**src/sv/bf7_pkg.sv**
```systemverilog
`timescale 1ns / 1ps
// ----------------------------------------------------------------------------
// bf7_pkg
// Shared types and constants of the box mean filter: field widths, register
// and action codes, and the stage word passed from the counters to the window.
// ----------------------------------------------------------------------------
package bf7_pkg;

  localparam int PIXEL_W  = 8;
  localparam int ROW_W    = 12;
  localparam int COL_OUT_W = 10;
  localparam int WIDTH_CFG_W  = 11;
  localparam int HEIGHT_CFG_W = 13;

  localparam int MIN_SIZE     = 7;
  localparam int MAX_HEIGHT   = 4096;
  localparam int RESET_WIDTH  = 256;
  localparam int RESET_HEIGHT = 256;

  // Register indexes, decoded from paddr[2].
  localparam logic REG_IMAGE_WIDTH  = 1'b0;
  localparam logic REG_IMAGE_HEIGHT = 1'b1;

  // Input actions.
  localparam logic ACT_PIXEL = 1'b0;
  localparam logic ACT_FLUSH = 1'b1;

  typedef logic [PIXEL_W-1:0]   pixel_t;
  typedef logic [ROW_W-1:0]     row_t;
  typedef logic [COL_OUT_W-1:0] col_out_t;

  localparam pixel_t BLACK = '0;

  // One accepted word on its way through the window pipeline.
  typedef struct packed {
    logic     take;      // pixel enters the line store and the window
    logic     emit;      // word gives a result
    pixel_t   px;
    logic     interior;  // result position is away from every edge
    logic     last;
    row_t     row;
    col_out_t col;
  } bf7_item_t;

endpackage

```
**src/sv/bf7_regs.sv**
```systemverilog
`timescale 1ns / 1ps
// ----------------------------------------------------------------------------
// bf7_regs
// APB register file holding the image width and height, clamped on write.
// ----------------------------------------------------------------------------
module bf7_regs import bf7_pkg::*; #(
  parameter int MAX_WIDTH = 1024
) (
  input  logic        clk,
  input  logic        rst,
  input  logic        psel,
  input  logic        penable,
  input  logic        pwrite,
  input  logic [2:0]  paddr,
  input  logic [31:0] pwdata,
  output logic [31:0] prdata,
  output logic        pready,
  output logic [$clog2(MAX_WIDTH+1)-1:0] image_width,
  output logic [HEIGHT_CFG_W-1:0]        image_height
);

  localparam int WREG_W = $clog2(MAX_WIDTH+1);
  localparam int RST_W  = (RESET_WIDTH < MAX_WIDTH) ? RESET_WIDTH : MAX_WIDTH;

  logic                    wr;
  logic [WIDTH_CFG_W-1:0]  w_raw;
  logic [HEIGHT_CFG_W-1:0] h_raw;
  logic [WREG_W-1:0]       w_clamped;
  logic [HEIGHT_CFG_W-1:0] h_clamped;

  assign pready = 1'b1;
  assign wr     = psel && penable && pwrite;

  // Clamp the written values into the supported range.
  always_comb begin
    w_raw = pwdata[WIDTH_CFG_W-1:0];
    h_raw = pwdata[HEIGHT_CFG_W-1:0];
    if (32'(w_raw) < 32'(MIN_SIZE)) begin
      w_clamped = WREG_W'(MIN_SIZE);
    end else if (32'(w_raw) > 32'(MAX_WIDTH)) begin
      w_clamped = WREG_W'(MAX_WIDTH);
    end else begin
      w_clamped = WREG_W'(w_raw);
    end
    if (32'(h_raw) < 32'(MIN_SIZE)) begin
      h_clamped = HEIGHT_CFG_W'(MIN_SIZE);
    end else if (32'(h_raw) > 32'(MAX_HEIGHT)) begin
      h_clamped = HEIGHT_CFG_W'(MAX_HEIGHT);
    end else begin
      h_clamped = h_raw;
    end
  end

  always_ff @(posedge clk) begin
    if (rst) begin
      image_width  <= WREG_W'(RST_W);
      image_height <= HEIGHT_CFG_W'(RESET_HEIGHT);
    end else if (wr) begin
      unique case (paddr[2])
        REG_IMAGE_WIDTH:  image_width  <= w_clamped;
        REG_IMAGE_HEIGHT: image_height <= h_clamped;
        default: ;
      endcase
    end
  end

  // Read back.
  always_comb begin
    unique case (paddr[2])
      REG_IMAGE_WIDTH:  prdata = 32'(image_width);
      REG_IMAGE_HEIGHT: prdata = 32'(image_height);
      default:          prdata = '0;
    endcase
  end

endmodule

```
**config.mk**
```make
export PLATFORM = sky130hd
export DESIGN_NAME = bf7_regs
export DESIGN_NICKNAME = d
export VERILOG_FILES = /design/src/sv/bf7_pkg.sv /design/src/sv/bf7_regs.sv
export SDC_FILE = /design/constraint.sdc
export NUM_CORES = 1
export LEC_CHECK = 0
export BUFFER_PORTS_ARGS = -buffer_cell sky130_fd_sc_hd__buf_2
export CAP_MARGIN = 20
export CORE_MARGIN = 2
export CORE_UTILIZATION = 44
export CTS_CLUSTER_SIZE = 16
export DETAILED_ROUTE_END_ITERATION = 8
export PLACE_DENSITY = 0.85
export SLEW_MARGIN = 20
export SYNTH_ARGS = -nofsm -noshare
export SYNTH_HDL_FRONTEND = slang
export SYNTH_SLANG_ARGS = --single-unit
export TNS_END_PERCENT = 20
```
**constraint.sdc**
```tcl
create_clock -name clk -period 2.3 [get_ports clk]
set_input_delay 0.115 -clock clk [delete_from_list [all_inputs] [get_ports clk]]
set_output_delay 0.115 -clock clk [all_outputs]
set_load 0.03 [all_outputs]
```
==> impl_metrics.json, run 1 <==
{
  "reg2reg_setup_slack_ns": 1.60,
  "grt_max_degree": 26,
  "syn_inst": 152,
  "syn_avg_cell_area_um2": 8.89,
  "chipWidth_um": 59.4,
  "grt.total_usage_pct": 17.3,
  "cts_buffers": 3,
  "p_per_area_nw_per_um2": 510,
  "dieArea_um2": 3530,
  "setup_viol": 0,
  "ys_warn_count": 0,
  "max_freq_mhz": 803,
  "wl_per_cell_um": 12.5,
  "holdWs_ns": 0.0584,
  "arrival_ns": 1.13,
  "tns_ns": 0,
  "coreArea_um2": 2980,
  "peakVddDrop_mv": 0.270,
  "stdcell_area_um2": 1560,
  "worstSkewPairLatency_ns": 0.31,
  "n_antenna_cell": 0,
  "yosysSeqAreaShare_pct": 35.6,
  "cts_tree": "yes",
  "cts_resized": 0,
  "grt_pass1_wl_mm": 4.68,
  "finalClockSkew_ns": 0,
  "power.leakage_nw": 0.760,
  "crit_path_end_kind": "primary output",
  "critPathSlowestCell": "dfxtp_1",
  "overflow": 0,
  "rsz0062_at_grt": "false",
  "antenna_found_initial": 0,
  "final_cell_mix": "buf_2 (55), a21oi_1 (25), dfxtp_1 (24)",
  "setup_slack_ns": 1.05,
  "vias": 1155,
  "cp-start-kind": "flip-flop",
  "htree_levels": 1,
  "die_y_um": 59.4,
  "cts_buffer_depth": 2,
  "crit_type": "flip-flop to primary output",
  "port-buffer-count": 55,
  "io_pins": 97,
  "nets": 240,
  "clock_tree.root_cell": "clkbuf_4",
  "grt_pass1_vias": 996,
  "place_hpwl_mm": 2.11,
  "postRouteAntennaNets": 0,
  "clkSinkCount": 24,
  "stdcell_count": 232,
  "drv_slew": 0,
  "cap_viol_max_count": 0,
  "fin_crit_ns": 1.25,
  "mostFrequentLayoutCell": "buf_2",
  "drive_above_1_share_pct": 37.7,
  "drtIter0Drc": 23,
  "drt-total-wl_mm": 2.91,
  "hold_viol": 0,
  "drc": 0,
  "gp_congestion": 0.735,
  "crit_chain": "mux2_1, buf_2",
  "routed_via_density": 4.98,
  "syn_area_um2": 1350,
  "fin_crit_sh_pct": 54.2,
  "initial_core_util_pct": 45.4,
  "ys_ff_latch": 24,
  "placed_cells": 228,
  "synthToLayoutAreaGrowth_pct": 15.7,
  "place_area_um2": 1530,
  "firstDrtPassIters": 4,
  "clk_pin_slew_ns": 0.14,
  "path_max_fanout": 3,
  "cts_hold_buf": 0,
  "core.rowCount": 20,
  "ys_types": 28,
  "dpl_worst_slack_ns": 0.699,
  "required_ns": 2.18,
  "cts_setup_buffers": 0,
  "status": "complete, no violations",
  "slowest_delay_ns": 0.35,
  "hold_class": "primary input to flip-flop"
}
-- critical path, delay by kind of cell (launching register included) --
kind / cells / cell delay, ns
multiplexers: 1 / 0.28
flip-flops: 1 / 0.35
buffers and inverters: 1 / 0.18
-- cells by family (layout without fill, tap and decap cells) --
| group | after synthesis | count (layout) | share of synthesized area [%] |
|---|---|---|---|
| simple gates | 51 | 51 | 24.9 |
| compound gates | 31 | 31 | 12.9 |
| flops | 24 | 24 | 35.6 |
| mux | 12 | 12 | 9.91 |
| buf+inv | 32 | 61 | 16.2 |
| other cells | 2 | 20 | 0.556 |
-- registers in the layout, summed over array words and instances (netlist names) --
register and count:
image_width 11, image_height 13
-- area by class of cell --
class	count	area, um^2
Clock buffer	4	36.3
Inverter	1	3.75
Multi-Input combinational cell	114	719
Fill cell	275	1410
Tap cell	33	41.3
Sequential cell	24	480
Timing Repair Buffer	56	283
-- stage by stage --
| step | total power, mW | util [%] |
|---|---|---|
| 2_1_floorplan | 0.573 | - |
| 3_3_place_gp | 0.581 | 51.3 |
| 3_5_place_dp | 0.582 | 51.3 |
| 4_1_cts | 0.802 | 52.5 |
| 5_1_grt | 0.830 | 52.5 |
| 6_report | 0.797 | 52.5 |
-- metal layers --
metal  vias to the layer above  global-route usage [%]  part of all wire [%]
met5                         -                       0                     0
met4                         0                    6.82                  0.59
met3                         2                    2.40                   6.3
met2                        46                    27.8                    47
met1                       529                    23.4                    46
li1                        578                       -                     -
-- synthesized netlist by cell type --
cell / n / area, um^2
and3_1: 1 / 6.26
nand4b_4: 1 / 23.8
clkbuf_4: 1 / 7.51
buf_2: 4 / 20.0
buf_4: 20 / 150
o21bai_1: 3 / 22.5
and2_1: 2 / 12.5
buf_6: 2 / 22.5
nand3_1: 2 / 10.0
o21ai_1: 1 / 5.00
nor3b_1: 19 / 143
clkbuf_1: 4 / 15.0
nand4_2: 1 / 12.5
nand2_1: 3 / 11.3
a211o_1: 1 / 8.76
conb_1: 2 / 7.51
mux2_2: 8 / 90.1
or4_1: 2 / 15.0
mux2_1: 3 / 33.8
nor3b_2: 2 / 25.0
o31ai_2: 1 / 12.5
nor2_1: 16 / 60.1
inv_2: 1 / 3.75
nor4_1: 1 / 6.26
dfxtp_1: 24 / 480
a21oi_1: 25 / 125
mux2i_1: 1 / 10.0
or4_4: 1 / 11.3
-- report_power, final --
group	leakage, nW	internal [mW]	switching, mW	total (mW)
clock	0.0210	0.0966	0.127	0.224
sequential	0.194	0.422	0.00452	0.427
combinational	0.546	0.0375	0.109	0.147
total	0.760	0.556	0.241	0.797
-- worst paths after layout --
check / depth (start not counted) / from / to
worst max-delay path: 2 / image_height[0] / prdata[0]
worst min-delay path: 3 / pwdata[8] / image_height[8]
worst min register to register: 2 / image_height[8] / image_height[8]
worst max register to register: 1 / image_width[8] / image_width[8]
No activity file was read; power rests on OpenSTA's default activity.
==> inputs of run 2 (changes only) <==
--- a/config.mk
+++ b/config.mk
@@ -8,10 +8,10 @@
 export BUFFER_PORTS_ARGS = -buffer_cell sky130_fd_sc_hd__buf_2
 export CAP_MARGIN = 20
 export CORE_MARGIN = 2
-export CORE_UTILIZATION = 44
+export CORE_UTILIZATION = 40
 export CTS_CLUSTER_SIZE = 16
 export DETAILED_ROUTE_END_ITERATION = 8
-export PLACE_DENSITY = 0.85
+export PLACE_DENSITY = 0.78
 export SLEW_MARGIN = 20
 export SYNTH_ARGS = -nofsm -noshare
 export SYNTH_HDL_FRONTEND = slang
==> constraint.sdc (replaced) <==
create_clock -name clk -period 1.3 [get_ports clk]
set_input_delay 0.065 -clock clk [delete_from_list [all_inputs] [get_ports clk]]
set_output_delay 0.065 -clock clk [all_outputs]
set_load 0.03 [all_outputs]
==> run 2 against run 1 <==
  * Register-to-register slack got worse by 0.98 ns
  * Clock-buffer cell count fell by 1
  * Final cell count is 7.8% higher
  * Wire length fell by 2.9%
  * Highest routed layer unchanged
  * Setup slack got worse by 0.93 ns
  * Hold slack got worse by 0.042 ns
==> impl_metrics.json, run 2 (synthesis results as in run 1) <==
{
  "max_freq_mhz": 850,
  "hp-start": "pwdata[8]",
  "placed_cells": 246,
  "cts_resized": 0,
  "die_y_um": 62.1,
  "cp-start-kind": "flip-flop",
  "seq_power_share_pct": 48.5,
  "top_regs": "image_height (13), image_width (11)",
  "clock_tree.root_cell": "clkbuf_4",
  "setup_slack_ns": 0.124,
  "r2r-start": "image_width[8]",
  "grt_pass1_wl_mm": 4.60,
  "dieArea_um2": 3860,
  "cts_tree": "yes",
  "clk_pin_slew_ns": 0.12,
  "chipWidth_um": 62.1,
  "reg2reg_setup_slack_ns": 0.62,
  "peakVddDrop_mv": 0.458,
  "mostFrequentLayoutCell": "buf_2",
  "postRouteAntennaNets": 0,
  "fin_crit_ns": 1.18,
  "p_per_area_nw_per_um2": 952,
  "required_ns": 1.24,
  "holdWs_ns": 0.0168,
  "switchingPower_uw": 422,
  "worstSkewPairLatency_ns": 0.30,
  "arrival_ns": 1.11,
  "grt_max_degree": 25,
  "final_cell_mix": "buf_2 (55), a21oi_1 (25), dfxtp_1 (24)",
  "place_area_um2": 1580,
  "stdcell_count": 250,
  "clkSinkCount": 24,
  "power.internal_mw": 1.13,
  "routed_via_density": 4.53,
  "crit_type": "flip-flop to primary output",
  "drtIter0Drc": 35,
  "cap_viol_max_count": 0,
  "status": "complete, no violations",
  "rr_worst_depth": 1,
  "largest_reg_flops": 13,
  "synthToLayoutAreaGrowth_pct": 20.9,
  "power_mw": 1.56,
  "drive_above_1_share_pct": 39.2,
  "setup_viol": 0,
  "stdcell_area_um2": 1630,
  "netSwitchingFraction_pct": 27.1,
  "rsz0062_at_grt": "false",
  "place_hpwl_mm": 2.13,
  "p_clk_share_pct": 34.1,
  "gp_congestion": 0.713,
  "firstDrtPassIters": 4,
  "drv_slew": 0,
  "cts_hold_buf": 0,
  "grt.total_usage_pct": 14.3,
  "antenna_found_initial": 0,
  "fin_crit_sh_pct": 90.5,
  "crit_path_end_kind": "primary output",
  "cts_setup_buffers": 0,
  "port-buffer-count": 55,
  "core.rowCount": 21,
  "grt_pass1_vias": 974,
  "tns_ns": 0,
  "post-route-util_pct": 49.8,
  "n_antenna_cell": 0,
  "wl_per_cell_um": 11.3,
  "nets": 245,
  "finalClockSkew_ns": 0,
  "p_comb_share_pct": 17.4,
  "path_max_fanout": 3,
  "dpl_worst_slack_ns": 0.0121,
  "cts_buffer_depth": 2,
  "drt-total-wl_mm": 2.82,
  "vias": 1132,
  "nFillCells": 325,
  "overflow": 0,
  "hold_class": "primary input to flip-flop",
  "io_pins": 97,
  "htree_levels": 1,
  "largest_register": "image_height",
  "initial_core_util_pct": 41.1,
  "cts_buffers": 3,
  "whs_path_depth": 3,
  "drc": 0,
  "coreArea_um2": 3280,
  "startpoint": "image_height[1]",
  "hold_viol": 0,
  "power.leakage_nw": 0.791
}
-- run 2: changes by cell type in the layout (fill, tap and decap cells not counted), sizes merged --
cell,delta
buf,+5
bufinv,+1
clkbuf,-1
-- run 2: critical path, stage by stage (launching register included) --
cell     delay [ns]
dfxtp_1        0.34
mux2_1         0.29
buf_2          0.18
-- run 2: final timing paths --
path	to
setup reg to reg	image_width[8]
hold reg to reg	image_width[10]
hold / removal	image_height[8]
setup / recovery	prdata[1]
-- run 2: power groups by stage --
| stage | clock network, mW | logic, mW | registers [mW] |
|---|---|---|---|
| global route | 0.568 | 0.288 | 0.757 |
| global placement | 0 | 0.269 | 0.770 |
| detailed placement | 0 | 0.271 | 0.771 |
| CTS | 0.547 | 0.271 | 0.754 |
| finish | 0.531 | 0.271 | 0.754 |
| floorplan | 0 | 0.221 | 0.792 |
-- run 2: final cells by class --
class | count | area [um^2] | area share [%]
Multi-Input combinational cell | 114 | 719 | 44.0
Tap cell | 46 | 57.6 | 3.52
Sequential cell | 24 | 480 | 29.4
Inverter | 1 | 3.75 | 0.230
Timing Repair Buffer | 61 | 320 | 19.6
Clock buffer | 3 | 22.5 | 1.38
Clock inverter | 1 | 30.0 | 1.84
-- run 2: metal layers --
layer | up-vias | track usage (%) | wire length, um
li1 | 591 | - | -
met1 | 504 | 19.5 | 1320
met2 | 35 | 23.9 | 1340
met3 | 2 | 1.27 | 132
met4 | 0 | 5.00 | 27
met5 | - | 0 | 0
==> inputs of run 3 (changes only) <==
--- a/config.mk
+++ b/config.mk
@@ -12,6 +12,7 @@
 export CTS_CLUSTER_SIZE = 16
 export DETAILED_ROUTE_END_ITERATION = 8
 export PLACE_DENSITY = 0.78
+export REMOVE_ABC_BUFFERS = 1
 export SLEW_MARGIN = 20
 export SYNTH_ARGS = -nofsm -noshare
 export SYNTH_HDL_FRONTEND = slang
==> run 3 against run 2 <==
  * First-iteration DRC count shrank 20%
  * Maximum frequency shrank 0.25%
  * Flip-flop and latch count is the same
  * Utilization is essentially flat
  * Wire length grew 6.8%
  * Total power shrank 8.4%
  * Critical path type unchanged
  * Largest cell class unchanged
==> impl_metrics.json, run 3 (synthesis results as in run 1) <==
{
  "grt_pass1_wl_mm": 4.93,
  "gp_congestion": 0.804,
  "overflow": 0,
  "port-buffer-count": 55,
  "grt_max_degree": 23,
  "clk_pin_slew_ns": 0.13,
  "mostFrequentLayoutCell": "buf_2",
  "dieArea_um2": 3860,
  "htree_levels": 1,
  "path_buf_inv": 1,
  "routed_via_density": 4.74,
  "crit_type": "flip-flop to primary output",
  "power.leakage_nw": 0.792,
  "die_y_um": 62.1,
  "status": "complete, no violations",
  "rsz0062_at_grt": "false",
  "hold_class": "primary input to flip-flop",
  "post-route-util_pct": 49.8,
  "core.rowCount": 21,
  "synthToLayoutAreaGrowth_pct": 21.0,
  "drc": 0,
  "arrival_ns": 1.11,
  "p_per_area_nw_per_um2": 872,
  "grt_pass1_vias": 1008,
  "clkSinkCount": 24,
  "wl_per_cell_um": 12.0,
  "required_ns": 1.24,
  "cts_tree": "yes",
  "largest_register": "image_height",
  "finalClockSkew_ns": 0,
  "nets": 247,
  "postRouteAntennaNets": 0,
  "path_delay_family": "flip-flops",
  "worstSkewPairLatency_ns": 0.30,
  "cts_resized": 0,
  "peakVddDrop_mv": 0.414,
  "cp-start-kind": "flip-flop",
  "max_freq_mhz": 848,
  "final_cell_mix": "buf_2 (55), a21oi_1 (25), dfxtp_1 (24)",
  "io_pins": 97,
  "clock_tree.root_cell": "clkbuf_4",
  "vias": 1195,
  "drtIter0Drc": 28,
  "crit_path_end_kind": "primary output",
  "reg2reg_setup_slack_ns": 0.61,
  "n_antenna_cell": 0,
  "place_hpwl_mm": 2.28,
  "tns_ns": 0,
  "path_max_fanout": 3,
  "cap_viol_max_count": 0,
  "setup_viol": 0,
  "fin_crit_sh_pct": 90.7,
  "coreArea_um2": 3280,
  "top_regs": "image_height (13), image_width (11)",
  "drt-total-wl_mm": 3.01,
  "cts_setup_buffers": 0,
  "critPathSlowestCell": "dfxtp_1",
  "initial_core_util_pct": 41.1,
  "cts_buffer_depth": 2,
  "slowest_delay_ns": 0.35,
  "cts_buffers": 3,
  "drv_slew": 0,
  "drive_above_1_share_pct": 39.3,
  "grt.total_usage_pct": 15.7,
  "hold_viol": 0,
  "antenna_found_initial": 0,
  "fin_crit_ns": 1.18,
  "chipWidth_um": 62.1,
  "largest_reg_flops": 13,
  "firstDrtPassIters": 4,
  "crit_chain": "mux2_1, buf_2"
}
==> run 3: changes by cell type in the layout (fill, tap and decap cells not counted) <==
cell / previous run / this run
buf_4: 6 / 7
bufinv_16: 1 / 0
clkbuf_8: 0 / 1
dlygate4sd3_1: 0 / 1
==> run 3: final timing paths <==
path                         from  depth (start not counted)         endpoint
setup / recovery  image_height[2]                          2        prdata[2]
hold / removal                rst                          2   image_width[5]
setup reg to reg   image_width[8]                          1   image_width[8]
hold reg to reg   image_width[10]                          2  image_width[10]
==> run 3: timing repair <==
action	in CTS	in global routing
endpoints found under the hold margin	0	1
endpoints found under the setup margin	0	0
hold buffers	0	1
==> run 3: metrics by stage <==
step	hold slack, ns	total power [mW]	cells	worst slack (ns)	instance area [um^2]
2_1_floorplan	0.134	0.933	139	0.212	1200
3_3_place_gp	0.342	1.04	247	0.0187	1590
3_5_place_dp	0.344	1.04	247	-0.00291	1590
4_1_cts	0.000202	1.43	251	0.109	1630
5_1_grt	0.0958	1.49	252	0.0732	1640
6_report	0.0966	1.43	252	0.121	1640
==> run 3: power breakdown <==
group / switching [mW] / internal (mW) / leakage [nW]
clock: 0.224 / 0.171 / 0.0210
sequential: 0.00786 / 0.747 / 0.194
combinational: 0.197 / 0.0781 / 0.577
total: 0.429 / 0.996 / 0.792
==> run 3: final cells by class <==
cell class	count	area [um^2]
Tap cell	46	57.6
Sequential cell	24	480
Timing Repair Buffer	63	338
Fill cell	335	1650
Inverter	1	3.75
Clock buffer	4	36.3
Multi-Input combinational cell	114	719
==> run 3: per-layer routing <==
| metal | share of wire (%) | track usage (%) |
|---|---|---|
| met4 | 0.46 | 3.33 |
| met3 | 6.1 | 3.44 |
| met5 | 0 | 0 |
| met2 | 43 | 23.8 |
| met1 | 51 | 22.8 |
